**src/rtl/tic_pkg.sv**
```systemverilog
package tic_pkg;

   localparam int NumLevels = 5;
   localparam int LevelW = 3;
   localparam int NumLanes = 6;
   localparam int DivStages = 6;
   localparam int DivSteps = 3;
   localparam int QuotW = DivStages * DivSteps;
   localparam int NumW = QuotW + 17;
   localparam int LaneDepth = 3 + DivStages + 1;

   localparam logic [NumLevels-1:0][15:0] LevelReset =
      {16'd384, 16'd768, 16'd1536, 16'd3072, 16'd6144};

   typedef struct packed {
      logic [15:0]        conc_a;
      logic [15:0]        conc_b;
      logic [15:0]        conc_c;
      logic signed [15:0] ax;
      logic signed [15:0] ay;
      logic signed [15:0] az;
      logic signed [15:0] bx;
      logic signed [15:0] by_coord;
      logic signed [15:0] bz;
      logic signed [15:0] cx;
      logic signed [15:0] cy;
      logic signed [15:0] cz;
   } req_type;

   typedef struct packed {
      logic [2:0]         level_index;
      logic signed [15:0] start_x;
      logic signed [15:0] start_y;
      logic signed [15:0] start_z;
      logic signed [15:0] end_x;
      logic signed [15:0] end_y;
      logic signed [15:0] end_z;
      logic               last;
   } rsp_type;

   typedef struct packed {
      logic signed [15:0] x;
      logic signed [15:0] y;
      logic signed [15:0] z;
   } vertex_type;

   typedef struct packed {
      logic [15:0]        ci;
      logic [15:0]        cj;
      logic [15:0]        lev;
      logic signed [15:0] pi;
      logic signed [15:0] pj;
   } lane_in_type;

   typedef struct packed {
      logic              valid;
      logic              last;
      logic [LevelW-1:0] level;
   } ctl_type;

   function automatic logic crosses(input logic [15:0] ci, input logic [15:0] cj,
                                    input logic [15:0] lev);
      return ((ci < lev) && (lev < cj)) || ((cj < lev) && (lev < ci));
   endfunction

endpackage

```
**src/rtl/tic_lane.sv**
```systemverilog
module tic_lane (
   input  logic                 clock,
   input  tic_pkg::lane_in_type lane_in,
   output logic signed [15:0]   point
);

   logic [15:0]        num_ff, den_ff, absd_ff;
   logic               neg_ff;
   logic signed [15:0] base_ff;

   logic [31:0]        mag_ff;
   logic [15:0]        mden_ff;
   logic               mneg_ff;
   logic signed [15:0] mbase_ff;

   logic [tic_pkg::NumW-1:0] an_ff;
   logic [16:0]              ad_ff;
   logic                     aneg_ff;
   logic signed [15:0]       abase_ff;

   logic [tic_pkg::DivStages-1:0][17:0]                rem_ff, rem_in;
   logic [tic_pkg::DivStages-1:0][tic_pkg::QuotW-1:0]  q_ff, q_in;
   logic [tic_pkg::DivStages-1:0][tic_pkg::NumW-1:0]   n_ff;
   logic [tic_pkg::DivStages-1:0][16:0]                d_ff;
   logic [tic_pkg::DivStages-1:0]                      neg_d_ff;
   logic [tic_pkg::DivStages-1:0][15:0]                base_d_ff;

   logic signed [15:0] point_ff;

   logic [15:0]        num_in, den_in, absd_in;
   logic signed [16:0] diff;

   assign point = point_ff;

   always_comb begin
      if (lane_in.ci < lane_in.lev) begin
         num_in = lane_in.lev - lane_in.ci;
         den_in = lane_in.cj - lane_in.ci;
      end else begin
         num_in = lane_in.ci - lane_in.lev;
         den_in = lane_in.ci - lane_in.cj;
      end
      diff = 17'(lane_in.pj) - 17'(lane_in.pi);
      absd_in = diff[16] ? 16'(-diff) : diff[15:0];
   end

   always_comb begin
      logic [17:0] r;
      logic [tic_pkg::QuotW-1:0] q;
      logic [tic_pkg::NumW-1:0] n;
      logic [16:0] d;
      for (int s = 0; s < tic_pkg::DivStages; s++) begin
         if (s == 0) begin
            n = an_ff;
            d = ad_ff;
            r = {1'b0, an_ff[tic_pkg::NumW-1:tic_pkg::QuotW]};
            q = '0;
         end else begin
            n = n_ff[s-1];
            d = d_ff[s-1];
            r = rem_ff[s-1];
            q = q_ff[s-1];
         end
         for (int t = 0; t < tic_pkg::DivSteps; t++) begin
            r = {r[16:0], n[tic_pkg::QuotW - 1 - s * tic_pkg::DivSteps - t]};
            if (r >= {1'b0, d}) begin
               r = r - {1'b0, d};
               q[tic_pkg::QuotW - 1 - s * tic_pkg::DivSteps - t] = 1'b1;
            end
         end
         rem_in[s] = r;
         q_in[s] = q;
      end
   end

   always_ff @(posedge clock) begin
      logic [17:0] qs;
      num_ff  <= num_in;
      den_ff  <= den_in;
      absd_ff <= absd_in;
      neg_ff  <= diff[16];
      base_ff <= lane_in.pi;

      mag_ff   <= num_ff * absd_ff;
      mden_ff  <= den_ff;
      mneg_ff  <= neg_ff;
      mbase_ff <= base_ff;

      an_ff    <= {2'b00, mag_ff, 1'b0} + tic_pkg::NumW'(mden_ff);
      ad_ff    <= {mden_ff, 1'b0};
      aneg_ff  <= mneg_ff;
      abase_ff <= mbase_ff;

      for (int s = 0; s < tic_pkg::DivStages; s++) begin
         rem_ff[s] <= rem_in[s];
         q_ff[s]   <= q_in[s];
         if (s == 0) begin
            n_ff[s]      <= an_ff;
            d_ff[s]      <= ad_ff;
            neg_d_ff[s]  <= aneg_ff;
            base_d_ff[s] <= abase_ff;
         end else begin
            n_ff[s]      <= n_ff[s-1];
            d_ff[s]      <= d_ff[s-1];
            neg_d_ff[s]  <= neg_d_ff[s-1];
            base_d_ff[s] <= base_d_ff[s-1];
         end
      end

      qs = q_ff[tic_pkg::DivStages-1][17:0];
      if (neg_d_ff[tic_pkg::DivStages-1]) begin
         point_ff <= 16'({{2{base_d_ff[tic_pkg::DivStages-1][15]}},
                          base_d_ff[tic_pkg::DivStages-1]} - qs);
      end else begin
         point_ff <= 16'({{2{base_d_ff[tic_pkg::DivStages-1][15]}},
                          base_d_ff[tic_pkg::DivStages-1]} + qs);
      end
   end

endmodule

```
**config.mk**
```make
export PLATFORM = sky130hd
export DESIGN_NAME = tic_lane
export DESIGN_NICKNAME = d
export VERILOG_FILES = /design/src/rtl/tic_pkg.sv /design/src/rtl/tic_lane.sv
export SDC_FILE = /design/constraint.sdc
export NUM_CORES = 2
export LEC_CHECK = 0
export BUFFER_PORTS_ARGS = -buffer_cell sky130_fd_sc_hd__clkbuf_2
export CAP_MARGIN = 20
export CORE_AREA = 4 4 377 379
export DETAILED_ROUTE_END_ITERATION = 16
export DIE_AREA = 0 0 381 383
export SLEW_MARGIN = 20
export SYNTH_ARGS = -nofsm -noshare
export SYNTH_HDL_FRONTEND = slang
export SYNTH_SLANG_ARGS = --single-unit
```
**constraint.sdc**
```tcl
create_clock -name clock -period 10.3 [get_ports clock]
set_input_delay 1.03 -clock clock [delete_from_list [all_inputs] [get_ports clock]]
set_output_delay 1.03 -clock clock [all_outputs]
set_load 0.02 [all_outputs]
```
Yosys cells after proc, flatten, opt, wreduce, memory -nomap -nowiden

Index checks and enable logic that the tools add are counted.

Add/subtract/negate cells: 26
Multipliers: 1
Order comparisons: 19
Multiplexer cells: 22

Operators by type and width:

| cell                                                           | number |
|---|---|
| 18-bit by 17-bit greater-or-equal comparator with 1-bit output | 17 |
| 17-bit two-way mux                                             | 17 |
| 17-bit subtractor                                              | 17 |
| 16-bit subtractor                                              | 5 |
| 16-bit two-way mux                                             | 4 |
| 33-bit by 16-bit adder with 34-bit output                      | 1 |
| 16-bit by 16-bit multiplier with 32-bit output                 | 1 |
| 17-bit greater-or-equal comparator                             | 1 |
| 16-bit by 16-bit subtractor with 17-bit output                 | 1 |
| 16-bit adder                                                   | 1 |
| 16-bit < comparator                                            | 1 |
| 16-bit negator                                                 | 1 |
| 1-bit two-way mux                                              | 1 |

Flip-flop bits (word level): 576
Input port bits: 81
Logic and storage cells: 125

Depth between registers and ports, before layout

Depth after elaboration: 6
Depth in mapped cells: 39
Mapped depth without buffers: 34

Worst setup path after synthesis

Ideal clock, no wire load.

Path kind: register to register
Start: register d_ff[53] (netlist name)
End: register rem_ff[80] (netlist name)
Setup time: 0.121 ns
Data arrival time: 7.995 ns
Path slack: 2.184 ns
Cell stages (with the launch flop): 35
Cell sequence: dfxtp_1 -> inv_1 -> ha_1 -> nor2b_1 -> o31a_1 -> o21a_1 -> o21a_1 -> a221o_1 -> a2bb2oi_1 -> clkbuf_1 -> o21ai_0 -> inv_1 -> ha_1 -> nor2b_1 -> o21ai_0 -> a21oi_1 -> o41ai_4 -> a2111oi_0 -> o311a_1 -> a211oi_1 -> o41ai_2 -> buf_2 -> mux2i_1 -> ha_1 -> nor2b_1 -> o21ai_0 -> a21boi_0 -> o41a_1 -> a2111oi_0 -> nor3_1 -> a31oi_1 -> a21boi_0 -> a2111oi_4 -> buf_4 -> mux2_2

RTL lines:

| what                             | line            | RTL |
|---|---|---|
| start: declaration               | tic_lane.sv:24  | `logic [tic_pkg::DivStages-1:0][16:0] d_ff;` |
| start signal: indexed assignment | tic_lane.sv:104 | `d_ff[s] <= d_ff[s-1];` |
| end signal: indexed assignment   | tic_lane.sv:95  | `rem_ff[s] <= rem_in[s];` |
| end: declaration                 | tic_lane.sv:21  | `logic [tic_pkg::DivStages-1:0][17:0] rem_ff, rem_in;` |

==> summary.txt <==
Logic synthesis
  – Top_reg_cell synth: dfxtp_1
  – Post-synthesis cell type count: 87
  – Post-synth top cells: 570 x dfxtp_1, 531 x inv_1, 500 x ha_1
  – Synth Instances: 4531
  – Syn nets: 5330
  – Compound-Gate Fraction of Synth Area: 15.3%
  – Share of the synthesized area in the top cell type: 27.6%
  – Mux contribution to synthesized area: 5.26%
  – XOR/XNOR Fraction of Synth Area: 7.05%
  – Synth Warn #: 0
  – Synth Area in Adders: 25.7%
  – Mapped Area: 41400 um^2
  – Largest family of logic cells by synthesized area: adder cells
  – Yosys reg bits: 570
  – Area contributors post-synth: dfxtp_1 28%, ha_1 15%, fa_1 11%, xnor2_1 5.0%, inv_1 4.8%
  – Asr flop ratio synth: 0%
  – Synth area leader: dfxtp_1
  – Top-count cell post-synth: dfxtp_1
  – Synth Area in Simple Gates: 13.4%
  – Number of synthesized flops with an enable pin: 0
  – Mean post-synth cell area: 9.14 um^2
  – Seq/Total Area, Yosys: 27.6%

CTS
  – Resized cells post-CTS: 0
  – CTS max path bufs: 3
  – H-Tree Depth: 2
  – Worst skew pair latency: 0.65 ns
  – Root Buffer Master: clkbuf_16
  – Hold Buf Count CTS: 0
  – Clock sink total: 570
  – Post-CTS setup buffers: 0
  – CTS tree: built
  – Clk slew on worst S/H paths: 0.07 ns
  – Cts bufs inserted: 58

Min path
  – Hold Path Class: register to register

Floorplan
  – Die X: 381 um
  – Die ar.: 146000 um^2
  – # rows: 137
  – Initial Util: 29.8%
  – Die Y: 383 um
  – I/O Pins: 97
  – Core area: 139000 um^2

STA
  – RSZ-0062 raised after global routing: false
  – Setup tns final: 0 ns
  – Worst-Margin Slew: 1.02 ns
  – Worst relative slew slack: 32.2%
  – Final Hold Viols: 0
  – Final worst path period need: 9.23 ns
  – # setup viols final: 0
  – Clock skew: 0.0419 ns
  – Slew Limit Fails: 0
  – Tcrit/Tclk final: 89.7%
  – Fmax: 108 MHz

Critical path
  – Data required time of the worst path: 10.83 ns
  – Worst path slowest cell: a2111oi_0
  – CP Data Arrival Time: 9.76 ns
  – CP Max Fanout: 17
  – CP startpoint: d_ff[53]
  – Reg2reg end: rem_ff[74]
  – Worst Setup EP: rem_ff[74]
  – R2R setup slack: 1.07 ns
  – R2R depth: 33
  – CP Class: register to register
  – Critical Path End Type: register
  – Critical Path Start Type: register
  – CP peak stage delay: 0.46 ns
  – RR Startpoint: d_ff[53]

Placed design
  – Gp weighted congestion: 0.915
  – IO buf count: 96
  – Hpwl dp: 84700 um

Outcome
  – Status: complete, no violations

Detailed routing
  – DR vias: 31500
  – 1st-pass router iterations: 5
  – Antenna-violating nets left: 0
  – Vias per cell: 4.86
  – Residual DRC: 0
  – Initial DRC count: 1711
  – Drt total wl: 104000 um
  – Drt wl/cell: 16.0 um

GRT
  – Number of global-route vias before repair: 31800
  – Initial antenna violation count: 6
  – Gr ovfl total: 0
  – Pin count of the biggest net entering global routing: 49
  – Global-route wire length before repair: 167000 um
  – GRT Resource Usage Total: 14.0%

Final layout
  – Area Growth Syn to Fin: 11.5%
  – Share of post-route cells with drive strength above 1: 8.78%
  – Fin nets: 5421

Flow run
  – Max cap viols: 0
kinds of logic (layout without fill, tap and decap cells):
logic type / count (synthesis) / in the layout
XOR/XNOR: 333 / 333
flip-flops: 570 / 570
AO/OA/AOI/OAI: 982 / 982
buffers and inverters: 625 / 764
multiplexers: 196 / 196
AND/OR/NAND/NOR: 1107 / 1107
adder cells (fa/ha/maj): 718 / 718
other: 0 / 1
cell usage in the layout (no fill, tap or decap), drive strengths merged, types with 139 or more instances in the layout:
master | netlist | layout
dfxtp | 570 | 570
inv | 534 | 541
ha | 500 | 500
nand2 | 313 | 313
a21oi | 304 | 304
xnor2 | 235 | 235
fa | 218 | 218
nor2 | 215 | 215
o21ai | 201 | 201
clkbuf | 72 | 169
mux2 | 144 | 144
and2 | 139 | 139
worst max-delay path: cells and delay by family, from the launching register on:
family	cells	cell delay, ns
AO/OA/AOI/OAI	20	5.67
multiplexers	2	0.71
adder cells (fa/ha/maj)	3	0.95
flip-flops	1	0.38
AND/OR/NAND/NOR	4	0.58
buffers and inverters	4	0.80
state kept, by name, summed over array words and instances, names as in the netlist:
| signal | cells |
|---|---|
| mag_ff | 32 |
| neg_ff | 1 |
| mneg_ff | 1 |
| base_d_ff | 96 |
| rem_ff | 85 |
| num_ff | 16 |
| q_ff | 51 |
| aneg_ff | 1 |
| base_ff | 16 |
| n_ff | 45 |
| absd_ff | 16 |
| point | 16 |
| den_ff | 16 |
| d_ff | 75 |
| mbase_ff | 16 |
| mden_ff | 16 |
| neg_d_ff | 6 |
| abase_ff | 16 |
| an_ff | 34 |
| ad_ff | 15 |
routing by layer:
metal | vias up | GRT usage (%) | routed length [um]
li1 | 15700 | - | -
met1 | 14900 | 18.0 | 46800
met2 | 690 | 23.8 | 48200
met3 | 194 | 1.74 | 4450
met4 | 2 | 5.44 | 4150
met5 | - | 0 | 12
area by class of cell:
class / instances / area (um^2)
sequential: 570 / 11400
fill: 14300 / 92700
clock inverter: 35 / 578
antenna: 1 / 2.50
multi-input combinational: 3336 / 27600
timing repair buffer: 121 / 668
clock buffer: 73 / 1580
tap: 1807 / 2260
inverter: 535 / 2010
worst min-delay path by stage:
stage	slack [ns]	from	end	cells past startpoint
6_report	0.31	an_ff[9]	n_ff[9]	0
5_1_grt	0.31	an_ff[9]	n_ff[9]	0
4_1_cts	0.30	an_ff[9]	n_ff[9]	0
3_5_place_dp	0.31	base_d_ff[27]	base_d_ff[43]	0
3_3_place_gp	0.31	n_ff[5]	n_ff[40]	0
2_1_floorplan	0.31	mbase_ff[0]	abase_ff[0]	0
stage by stage:
| stage | cells | cell area (um^2) | setup slack, ns | util, % | hold slack, ns |
|---|---|---|---|---|---|
| 2_1_floorplan | 4531 | 41400 | 2.18 | - | 0.310 |
| 3_3_place_gp | 6369 | 44000 | 1.34 | 31.7 | 0.310 |
| 3_5_place_dp | 6369 | 44000 | 1.22 | 31.7 | 0.312 |
| 4_1_cts | 6477 | 46100 | 1.09 | 33.2 | 0.303 |
| 5_1_grt | 6477 | 46100 | 0.333 | 33.2 | 0.312 |
| 6_report | 6478 | 46100 | 1.07 | 33.2 | 0.306 |
Power is not shown: default switching activity piles up to over one toggle a cycle in this logic, so the estimate is an artifact.
