<file path="src/rtl/tic_pkg.sv">
package tic_pkg;

   localparam int NumLevels = 5;
   localparam int LevelW = 3;
   localparam int NumLanes = 6;
   localparam int DivStages = 6;
   localparam int DivSteps = 3;
   localparam int QuotW = DivStages * DivSteps;
   localparam int NumW = QuotW + 17;
   localparam int LaneDepth = 3 + DivStages + 1;

   localparam logic [NumLevels-1:0][15:0] LevelReset =
      {16'd384, 16'd768, 16'd1536, 16'd3072, 16'd6144};

   typedef struct packed {
      logic [15:0]        conc_a;
      logic [15:0]        conc_b;
      logic [15:0]        conc_c;
      logic signed [15:0] ax;
      logic signed [15:0] ay;
      logic signed [15:0] az;
      logic signed [15:0] bx;
      logic signed [15:0] by_coord;
      logic signed [15:0] bz;
      logic signed [15:0] cx;
      logic signed [15:0] cy;
      logic signed [15:0] cz;
   } req_type;

   typedef struct packed {
      logic [2:0]         level_index;
      logic signed [15:0] start_x;
      logic signed [15:0] start_y;
      logic signed [15:0] start_z;
      logic signed [15:0] end_x;
      logic signed [15:0] end_y;
      logic signed [15:0] end_z;
      logic               last;
   } rsp_type;

   typedef struct packed {
      logic signed [15:0] x;
      logic signed [15:0] y;
      logic signed [15:0] z;
   } vertex_type;

   typedef struct packed {
      logic [15:0]        ci;
      logic [15:0]        cj;
      logic [15:0]        lev;
      logic signed [15:0] pi;
      logic signed [15:0] pj;
   } lane_in_type;

   typedef struct packed {
      logic              valid;
      logic              last;
      logic [LevelW-1:0] level;
   } ctl_type;

   function automatic logic crosses(input logic [15:0] ci, input logic [15:0] cj,
                                    input logic [15:0] lev);
      return ((ci < lev) && (lev < cj)) || ((cj < lev) && (lev < ci));
   endfunction

endpackage

</file>
<file path="src/rtl/tic_front.sv">
module tic_front (
   input  logic                                    clock,
   input  logic                                    reset,
   input  logic                                    start,
   output logic                                    busy,
   input  tic_pkg::req_type                        req_data,
   input  logic                                    csr_valid,
   output logic                                    csr_ready,
   input  logic [2:0]                              csr_index,
   input  logic [15:0]                             csr_data,
   output tic_pkg::ctl_type                        ctl,
   output tic_pkg::lane_in_type [tic_pkg::NumLanes-1:0] lane_in
);

   logic [tic_pkg::NumLevels-1:0][15:0] level_ff;
   tic_pkg::req_type                    tri_ff;
   logic [tic_pkg::NumLevels-1:0]       mask_ff, mask_in;
   logic [tic_pkg::NumLevels-1:0]       ssel_ff, ssel_in;
   logic [tic_pkg::NumLevels-1:0]       esel_ff, esel_in;
   logic                                active_ff;
   logic [tic_pkg::LevelW-1:0]          cnt_ff;
   tic_pkg::ctl_type                    ctl_ff, ctl_in;
   tic_pkg::lane_in_type [tic_pkg::NumLanes-1:0] lane_ff, lane_in_nx;
   logic                                accept;

   assign busy = active_ff && (cnt_ff != tic_pkg::LevelW'(tic_pkg::NumLevels - 1));
   assign accept = start && !busy;
   assign csr_ready = 1'b1;
   assign ctl = ctl_ff;
   assign lane_in = lane_ff;

   always_comb begin
      logic e12, e23, e31;
      for (int lv = 0; lv < tic_pkg::NumLevels; lv++) begin
         e12 = tic_pkg::crosses(req_data.conc_a, req_data.conc_b, level_ff[lv]);
         e23 = tic_pkg::crosses(req_data.conc_b, req_data.conc_c, level_ff[lv]);
         e31 = tic_pkg::crosses(req_data.conc_c, req_data.conc_a, level_ff[lv]);
         mask_in[lv] = (e12 || e23) && (e31 || (e12 && e23));
         ssel_in[lv] = !e12;
         esel_in[lv] = e31;
      end
   end

   always_comb begin
      tic_pkg::vertex_type va, vb, vc, si, sj, ei, ej;
      logic [15:0] csi, csj, cei, cej, lev;
      logic hi;
      va = '{x: tri_ff.ax, y: tri_ff.ay, z: tri_ff.az};
      vb = '{x: tri_ff.bx, y: tri_ff.by_coord, z: tri_ff.bz};
      vc = '{x: tri_ff.cx, y: tri_ff.cy, z: tri_ff.cz};
      lev = level_ff[cnt_ff];
      if (ssel_ff[cnt_ff]) begin
         si = vb; sj = vc; csi = tri_ff.conc_b; csj = tri_ff.conc_c;
      end else begin
         si = va; sj = vb; csi = tri_ff.conc_a; csj = tri_ff.conc_b;
      end
      if (esel_ff[cnt_ff]) begin
         ei = vc; ej = va; cei = tri_ff.conc_c; cej = tri_ff.conc_a;
      end else begin
         ei = vb; ej = vc; cei = tri_ff.conc_b; cej = tri_ff.conc_c;
      end
      hi = 1'b0;
      for (int k = 0; k < tic_pkg::NumLevels; k++) begin
         if ((tic_pkg::LevelW'(k) > cnt_ff) && mask_ff[k]) begin
            hi = 1'b1;
         end
      end
      ctl_in.valid = active_ff && mask_ff[cnt_ff];
      ctl_in.last  = !hi;
      ctl_in.level = cnt_ff;
      lane_in_nx[0] = '{ci: csi, cj: csj, lev: lev, pi: si.x, pj: sj.x};
      lane_in_nx[1] = '{ci: csi, cj: csj, lev: lev, pi: si.y, pj: sj.y};
      lane_in_nx[2] = '{ci: csi, cj: csj, lev: lev, pi: si.z, pj: sj.z};
      lane_in_nx[3] = '{ci: cei, cj: cej, lev: lev, pi: ei.x, pj: ej.x};
      lane_in_nx[4] = '{ci: cei, cj: cej, lev: lev, pi: ei.y, pj: ej.y};
      lane_in_nx[5] = '{ci: cei, cj: cej, lev: lev, pi: ei.z, pj: ej.z};
   end

   always_ff @(posedge clock) begin
      if (reset) begin
         level_ff  <= tic_pkg::LevelReset;
         active_ff <= 1'b0;
         cnt_ff    <= '0;
         ctl_ff    <= '0;
      end else begin
         if (csr_valid && (csr_index < 3'(tic_pkg::NumLevels))) begin
            level_ff[csr_index[tic_pkg::LevelW-1:0]] <= csr_data;
         end
         if (accept) begin
            active_ff <= 1'b1;
            cnt_ff    <= '0;
         end else if (active_ff) begin
            if (cnt_ff == tic_pkg::LevelW'(tic_pkg::NumLevels - 1)) begin
               active_ff <= 1'b0;
            end else begin
               cnt_ff <= cnt_ff + 1'b1;
            end
         end
         ctl_ff <= ctl_in;
      end
   end

   always_ff @(posedge clock) begin
      lane_ff <= lane_in_nx;
      if (accept) begin
         tri_ff  <= req_data;
         mask_ff <= mask_in;
         ssel_ff <= ssel_in;
         esel_ff <= esel_in;
      end
   end

endmodule

</file>
<file path="config.mk">
export PLATFORM = sky130hd
export DESIGN_NAME = tic_front
export DESIGN_NICKNAME = d
export VERILOG_FILES = /design/src/rtl/tic_pkg.sv /design/src/rtl/tic_front.sv
export SDC_FILE = /design/constraint.sdc
export NUM_CORES = 1
export LEC_CHECK = 0
export ABC_AREA = 1
export BUFFER_PORTS_ARGS = -buffer_cell sky130_fd_sc_hd__buf_2
export CAP_MARGIN = 20
export CORE_AREA = 2 2 270 272
export CTS_CLUSTER_DIAMETER = 50
export CTS_CLUSTER_SIZE = 10
export DETAILED_ROUTE_END_ITERATION = 6
export DIE_AREA = 0 0 272 274
export PLACE_DENSITY = 0.7
export SYNTH_ARGS = -nofsm -noshare
export SYNTH_HDL_FRONTEND = slang
export SYNTH_SLANG_ARGS = --single-unit
</file>
<file path="constraint.sdc">
create_clock -name clock -period 19.76 [get_ports clock]
set_clock_uncertainty 0.1 [all_clocks]
set_input_delay 0 -clock clock [delete_from_list [all_inputs] [get_ports clock]]
set_output_delay 0 -clock clock [all_outputs]
set_load 0.005 [all_outputs]
</file>
* Word level (Yosys, flattened, before mapping) *
Cells that the tools add are included.

word-level totals
  register bits after elaboration = 568
  bits in latches = 0
  RAM bits = 0
  ROM bits = 0
  input port bits = 215
  output and inout port bits = 487
  logic and storage cells = 196
  memories kept = 0

cells by class
  add/sub/neg operators = 1
  $mul = 0
  divide/modulo/power cells = 0
  $lt $le $gt $ge = 39
  equality and inequality tests = 2
  shift operators = 0
  mux-type cells = 27
  bitwise logic cells = 1
  reductions and logical operators = 84

operators by type and width
  cell                 count
  $lt 16x16->1         30
  $mux 48              4
  $mux 16              6
  $bwmux 80            1
  $logic_and 1x1->1    50
  $bmux 16 s3          1
  $demux 16 s3         1
  $logic_or 1x1->1     25
  $mux 1               11
  $bmux 1 s3           3
  $lt 3x4->1 const B   2
  $logic_not 1->1      7
  $gt 1x3->1 const A   2
  $gt 2x3->1 const A   2
  $add 3x1->3 const B  1
  $eq 3x3->1 const B   1
  $ge 3x1->1 const B   1
  $gt 3x3->1 const A   1
  $lt 3x3->1 const B   1
  $ne 3x3->1 const B   1
  $reduce_and 2->1     1
  $reduce_or 2->1      1
  $not 1->1            1

* Depth between registers and ports, before layout *
Gate-level depths: netlist of run 1.

  depth in word-level cells = 8
  mapped depth = 17
  mapped depth without buffers = 17

* Worst setup path before layout of run 1 *
Ideal clock, no wire load.

  path kind = reg2reg
  start point = register cnt_ff[0] (netlist name)
  end point = register esel_ff[0] (netlist name) (enable)
  library setup time = 0.778 ns
  arrival = 9.821 ns
  data required time = 18.882 ns
  slack = 9.061 ns
  stages on the path, launching flop included = 8
  path buffers = 1
  clock period less this slack = 10.699 ns
  path through = dfxtp_1 > inv_2 > clkbuf_1 > ha_1 > nand2_1 > nand2_1 > inv_1 > nor2_1

between the ends
  cells in the longest elaborated chain, start to end = 4

ends and longest elaborated chain
  item                    line              text
  from (decl)             tic_front.sv:21   logic [tic_pkg::LevelW-1:0] cnt_ff;
  from (signal assigned)  tic_front.sv:96   cnt_ff <= cnt_ff + 1'b1;
  $ne 3x3->1              tic_front.sv:26   assign busy = active_ff && (cnt_ff != tic_pkg::LevelW'(tic_pkg::NumLevels - 1));
  $logic_and 1x1->1       tic_front.sv:26
  via busy                tic_front.sv:5    output logic busy,
  $logic_not 1->1         tic_front.sv:27   assign accept = start && !busy;
  $logic_and 1x1->1       tic_front.sv:27
  via accept              tic_front.sv:24   logic accept;
  to (signal assigned)    tic_front.sv:109  esel_ff <= esel_in;
  to (decl)               tic_front.sv:19   logic [tic_pkg::NumLevels-1:0] esel_ff, esel_in;

The timed path passes the listed nets, and every way through them passes these cells.
A chain may end at the register's enable or synchronous reset.

* Worst setup path after layout of run 1 *
  start point = register cnt_ff[0] (netlist name)
  end point = register tri_ff[12] (netlist name) (enable)

between the ends
  cells in the longest elaborated chain, start to end = 4

ends and longest elaborated chain
  item                  line              text
  $ne 3x3->1            tic_front.sv:26
  $logic_and 1x1->1     tic_front.sv:26
  $logic_not 1->1       tic_front.sv:27
  $logic_and 1x1->1     tic_front.sv:27
  via accept            tic_front.sv:24
  to (signal assigned)  tic_front.sv:106  tri_ff <= req_data;
  to (decl)             tic_front.sv:16   tic_pkg::req_type tri_ff;

The timed path passes the listed nets, and every way through them passes these cells.

==> results of run 1 <==
## Yosys cell counts (all sizes together)
cell type	n	area share, %
nand2	445	6.5
dfxtp	361	28
buf	262	7.4
inv	257	3.7
o21ai	251	5.0
ha	243	12
a21oi	240	4.6
edfxtp	207	24
nor2	179	2.7
mux2	62	2.7
clkbuf	29	0.42
o211ai	26	0.75
nand3	21	0.41
nand4	20	0.48
o221ai	19	0.69
nor3	12	0.25
o21a	10	0.29
a21o	5	0.14
clkinv	5	0.072
o21bai	5	0.14
o22ai	5	0.12
a31oi	1	0.024
conb	1	0.014
o2111ai	1	0.034
xor2	1	0.034
## kinds of logic (layout without fill, tap and decap cells)
group           count (synthesis)  in the layout  share of synthesized area [%]
simple gates                  677            677                          10.32
flops                         568            568                          51.81
compound gates                563            563                          11.81
buf+inv                       553           1412                          11.60
fa+ha+maj                     243            243                          11.72
mux                            62             62                          2.691
other cells                     1             15                        0.01445
xor+xnor                        1              1                        0.03376
## where the power goes
part / internal, µW / leakage (µW) / total (µW) / switching, µW
registers: 1330 / 0.00499 / 1410 / 74.0
logic: 233 / 0.00976 / 517 / 284
clock network: 754 / 0.00113 / 1290 / 532
## sequential cells by signal, indices dropped and copies added (netlist names)
name / count
lane_in: 272
ctl: 5
tri_ff: 192
level_ff: 80
esel_ff: 5
active_ff: 1
mask_ff: 5
ssel_ff: 5
cnt_ff: 3
## through the flow
step                setup slack (ns)  instances
floorplan                      9.061       2668
global placement               15.24       4046
detailed placement             15.23       4046
CTS                            15.22       4485
global route                   14.89       4499
finish                         15.22       4500
## worst max-delay path by stage
stage,startpoint,to,slack [ns]
detailed placement,cnt_ff[0],tri_ff[13],15.23
global route,cnt_ff[0],tri_ff[113],14.89
floorplan,cnt_ff[0],esel_ff[0],9.06
finish,cnt_ff[0],tri_ff[12],15.22
global placement,cnt_ff[0],tri_ff[21],15.24
CTS,cnt_ff[0],tri_ff[12],15.22
## worst register-to-register path, cell delays in order (launching register included)
cell	delay, ns
dfxtp_1	0.29
buf_4	0.30
inv_2	0.53
ha_1	0.28
nand2_1	0.07
nand2_1	0.16
inv_1	0.14
nor2_4	0.77
buf_4	0.69
buf_4	0.79
## repair_timing
item | 4_1_cts | 5_1_grt
hold buffers | 307 | 1
buffers inserted | 0 | 0
endpoints found under the hold margin | 279 | 1
## routing by layer
| layer | vias up | track usage, % |
|---|---|---|
| li1 | 10435 | - |
| met2 | 1044 | 38.68 |
| met5 | - | 0 |
| met3 | 237 | 4.317 |
| met4 | 0 | 11.65 |
| met1 | 10336 | 27.04 |
## area by class of cell
cell class | count | area (µm²) | area share [%]
Sequential cell | 568 | 13440 | 39.30
Multi-Input combinational cell | 1547 | 9525 | 27.85
Timing Repair Buffer | 1018 | 6674 | 19.51
Clock buffer | 111 | 2043 | 5.974
Tap cell | 959 | 1200 | 3.508
Inverter | 262 | 983.4 | 2.875
Clock inverter | 21 | 300.3 | 0.8779
Antenna cell | 14 | 35.03 | 0.1024
==> summary.md, run 1 <==
| Metric | Value |
|---|---|
| Synth Cell Area | `25950 µm²` |
| TritonCTS Buffers | `74` |
| Worst path depth | `9` |
| # setup viols final | `0` |
| Drt first pass iters | `5` |
| Met3 wire length | `6.750 mm` |
| Final hold slack | `about 0.022 ns` |
| Worst Path Arrival | `4.68 ns` |
| Ys Warns | `0` |
| Reg2reg path depth | `9` |
| IO Count | `702` |
| Grt total ovfl | `0` |
| Fin crit share | `22.99%` |
| CTS tree | `yes` |
| Max_slew headroom | `26.76%` |
| Worst path top cell family by delay | `buffers and inverters` |
| Slew Limit Fails | `0` |
| Largest net degree at the start of global routing | `between 200 and 250` |
| Final WL | `88.22 mm` |
| Initial Util | `36.05%` |
| Leak pwr | `between 0.015 and 0.02 µW` |
| CTS max path bufs | `3` |
| Power, Total | `3212 µW` |
| Layout cells sized above 1 | `25.35%` |
| Cells on Worst Hold Path | `2` |
| Initial antenna violation count | `18` |
| Commonest non-fill, non-tap cell in the layout | `buf_2` |
| Max-Cap Viols | `0` |
| Seq/Total Area, Yosys | `51.81%` |
| Area Overhead vs Synth | `31.82%` |
| CP cell instances | `buf_4 > inv_2 > ha_1 > nand2_1 > nand2_1 > inv_1 > nor2_4 > buf_4 > buf_4` |
| Die height | `274 µm` |
| Crit end category | `flip-flop` |
| Wl on met1 | `34.41 mm` |
| Crit-path most repeated cell | `buf_4` |
| Row cnt | `99` |
| Setup crit start kind | `flip-flop` |
| Worst vdd ir | `0.07377 mV` |
| R2R Path Start | `cnt_ff[0]` |
| Post-DP HPWL | `65.01 mm` |
| Crit path kind | `flip-flop to flip-flop` |
| Power density cells | `roughly 94 nW/µm²` |
| Fin area | `34200 µm²` |
| Min Tclk post-route | `approximately 4.5 ns` |
| H-tree levels | `3` |
| Hold Path Class | `primary input to flip-flop` |
| Hold Fails Final Rpt | `0` |
| RSZ-0062 raised after global routing | `no` |
| Total Routing Usage GR | `22.60%` |
| Worst Path Max Fanout | `between 60 and 70` |
| # clock sinks | `approximately 570` |
| Routed length per instance | `approximately 20 µm` |
| Reg2reg setup slack | `15.22 ns` |
| Worst-Skew Late Latency | `0.63 ns` |
| Slowest cell on crit path | `buf_4` |
| Via count | `22052` |
| Mapped Cells | `2668` |
| Mean Syn Cell Area | `9.725 µm²` |
| Fmax | `220.1 MHz` |
| Drc violations | `0` |
| Nets | `3929` |
| Total core area | `~70000 µm²` |
| Post-cts sizing count | `0` |
| Vias per cell | `4.900` |
| First-pass GRT wire length | `approximately 130 mm` |
| RD Place Congestion | `roughly 0.9` |
| Final Util | `between 40% and 50%` |
| Initial DRC count | `1725` |
| R2r endpoint | `tri_ff[12]` |
| Worst Hold Endpoint | `tri_ff[94]` |
| Critical Path RT | `between 15 and 20 ns` |
| Hold_sp | `req_data[94]` |
| Layout fillers | `about 6500` |
| Synth cell types | `37` |
| Syn nets | `3126` |
| Top Metal Used | `met4` |
| Tightest Pin Transition | `1.099 ns` |
| Final TNS setup | `0 ns` |
| WL met2 | `42.42 mm` |
| Vias in the first global route | `20809` |
| Yosys reg bits | `568` |
| Width of the die | `around 270 µm` |
| Port Buffers | `700` |
| Clock Pin Slew Worst Setup and Hold Paths | `0.06 ns` |
| Slowest stage delay, CP | `0.78 ns` |
| Clk root buf | `clkbuf_16` |
| Status | `completed` |
| Die ar. | `74530 µm²` |
| Most frequent cells in the layout | `buf_2, nand2_1, dfxtp_1` |
| Post-route ant nets | `0` |
| CP bufs+invs | `5` |
| DP Area | `about 29000 µm²` |
Note: power is estimated with default switching activity, not from simulation.
==> run 2: changes to the inputs <==
clock period = 4.4 ns   (was 19.76 ns; I/O delays follow)
==> summary.md, run 2 (synthesis gave the netlist of run 1 again) <==
| Metric | Value |
|---|---|
| Worst Path Max Fanout | `28 (-56%)` |
| Port Buffers | `700 (unchanged)` |
| # placed instances | `4046 (unchanged)` |
| Initial antenna violation count | `20 (+2)` |
| Final WL | `90.70 mm (+2.8%)` |
| Total core area | `71970 µm² (unchanged)` |
| Vias in the first global route | `21086 (+1.3%)` |
| Grt total ovfl | `0 (unchanged)` |
| Internal Power | `10580 µW (+360%)` |
| Die ar. | `74530 µm² (unchanged)` |
| Worst Path Arrival | `3.34 ns (-1.34 ns)` |
| # clock sinks | `568 (unchanged)` |
| Clk root buf | `clkbuf_16` |
| Worst vdd ir | `0.3278 mV (+340%)` |
| Largest register FFs | `272 (unchanged)` |
| Hold Path Class | `primary input to flip-flop` |
| H-tree levels | `3 (unchanged)` |
| Layout fillers | `6399 (-2.2%)` |
| Fmax | `345.0 MHz (+57%)` |
| Vias per cell | `4.921 (+0.42%)` |
| Final TNS setup | `0 ns (unchanged)` |
| Initial DRC count | `1953 (+13%)` |
| Setup crit start kind | `flip-flop` |
| # setup viols final | `0 (unchanged)` |
| RD Place Congestion | `0.9335 (+1.4%)` |
| Max_slew headroom | `35.14% (+8.4 points)` |
| Via count | `22367 (+1.4%)` |
| Post-DP HPWL | `65.70 mm (+1.1%)` |
| Multi-input logic area | `9543 µm² (+0.18%)` |
| Sw frac | `28.30% (+0.59 points)` |
| Fin crit share | `65.87% (+43 points)` |
| Most frequent cells in the layout | `buf_2, nand2_1, dfxtp_1` |
| Hold Fails Final Rpt | `0 (unchanged)` |
| Min Tclk post-route | `2.898 ns (-1.645 ns)` |
| Drc violations | `0 (unchanged)` |
| CTS max path bufs | `3 (unchanged)` |
| Commonest non-fill, non-tap cell in the layout | `buf_2` |
| Clock Pin Slew Worst Setup and Hold Paths | `0.06 ns (about the same)` |
| Slew Limit Fails | `0 (unchanged)` |
| RSZ-0062 raised after global routing | `no` |
| IO Count | `702 (unchanged)` |
| Leak pwr | `0.01604 µW (+1.1%)` |
| Largest net degree at the start of global routing | `129 (-43%)` |
| Non-filler instance count after layout | `4545 (+1.0%)` |
| Nets | `3953 (+0.61%)` |
| Crit end category | `flip-flop` |
| Area Overhead vs Synth | `33.65%` |
| Crit path kind | `flip-flop to flip-flop` |
| Worst-Skew Late Latency | `0.64 ns (about the same)` |
| Post-cts sizing count | `0 (unchanged)` |
| Routed length per instance | `19.96 µm (+1.8%)` |
| Width of the die | `272 µm (unchanged)` |
| First-pass GRT wire length | `127.9 mm (+1.7%)` |
| Drt first pass iters | `6 (+1)` |
| Clock Power Share | `40.9% (+0.8 points)` |
| Critical Path RT | `4.84 ns (-15.06 ns)` |
| Max-Cap Viols | `0 (unchanged)` |
| Die height | `274 µm (unchanged)` |
| Power density cells | `425.5 nW/µm² (+350%)` |
| Seq pwr share | `43.1% (-0.8 points)` |
| CTS tree | `yes` |
| Row cnt | `99 (unchanged)` |
| Initial Util | `36.05% (unchanged)` |
| Reg area | `13450 µm² (about the same)` |
| Status | `completed` |
| Combinational power share | `16.0% (about the same)` |
| TritonCTS Buffers | `78 (+5.4%)` |
| Layout cells sized above 1 | `25.48% (+0.14 points)` |
| Sw Pwr | `4176 µW (+370%)` |
| Total Routing Usage GR | `23.04% (+0.44 points)` |
| Tightest Pin Transition | `0.9705 ns (-0.1282 ns)` |
| Post-route ant nets | `0 (unchanged)` |
| Final Util | `48.19% (+0.66 points)` |
==> run 2: critical path, stage by stage, from the launching register on <==
cell and delay [ns]:
dfxtp_1 0.46, inv_2 0.14, nor2_8 0.30, o21ai_1 0.17, o221ai_4 0.77, buf_4 0.42, buf_4 0.25, nor2_1 0.06
a21oi_1 0.11
==> run 2: final cells by class <==
type	instances	share of cell area, %
Antenna cell	27	0.1948
Clock buffer	119	6.191
Clock inverter	25	1.010
Inverter	262	2.850
Multi-Input combinational cell	1547	27.52
Sequential cell	568	38.77
Tap cell	959	3.460
Timing Repair Buffer	1038	20.00
==> run 2: stage by stage <==
step	instance area [µm²]	total power, µW	hold slack [ns]	setup WS [ns]
6_report	34680	14760	0.01088	1.502
5_1_grt	34660	15350	0.009731	1.222
4_1_cts	34600	14760	0.0005748	1.470
3_3_place_gp	28830	8458	0.07714	1.533
2_1_floorplan	25990	7688	-0.03093	-0.1044
3_5_place_dp	28830	8508	0.07823	1.509
==> run 2: per-layer routing <==
metal | global-route usage, % | vias to the layer above | wire length, µm
met2 | 39.14 | 1118 | 43500
met5 | 0 | - | 0
met4 | 12.09 | 0 | 4950
li1 | - | 10484 | -
met1 | 27.96 | 10501 | 35350
met3 | 4.028 | 264 | 6892
==> run 2: power groups by stage <==
stage	Sequential, µW	Clock [µW]	Combinational, µW
5_1_grt	6390	6360	2610
6_report	6350	6040	2360
4_1_cts	6330	6100	2320
3_3_place_gp	6430	0	2030
3_5_place_dp	6440	0	2070
2_1_floorplan	6350	0	1330
==> run 2: final timing paths <==
| check | start | to | slack (ns) | depth (start not counted) |
|---|---|---|---|---|
| setup reg to reg | cnt_ff[1] | lane_in[226] | 1.50 | 8 |
| hold / removal | req_data[46] | tri_ff[46] | 0.01 | 2 |
| setup / recovery | cnt_ff[1] | lane_in[226] | 1.50 | 8 |
| hold reg to reg | tri_ff[127] | lane_in[335] | 0.40 | 1 |
==> run 2: timing repair <==
item / CTS / global route
endpoints found under the hold margin: 279 / 1
hold buffers: 327 / 1
buffers inserted: 0 / 0
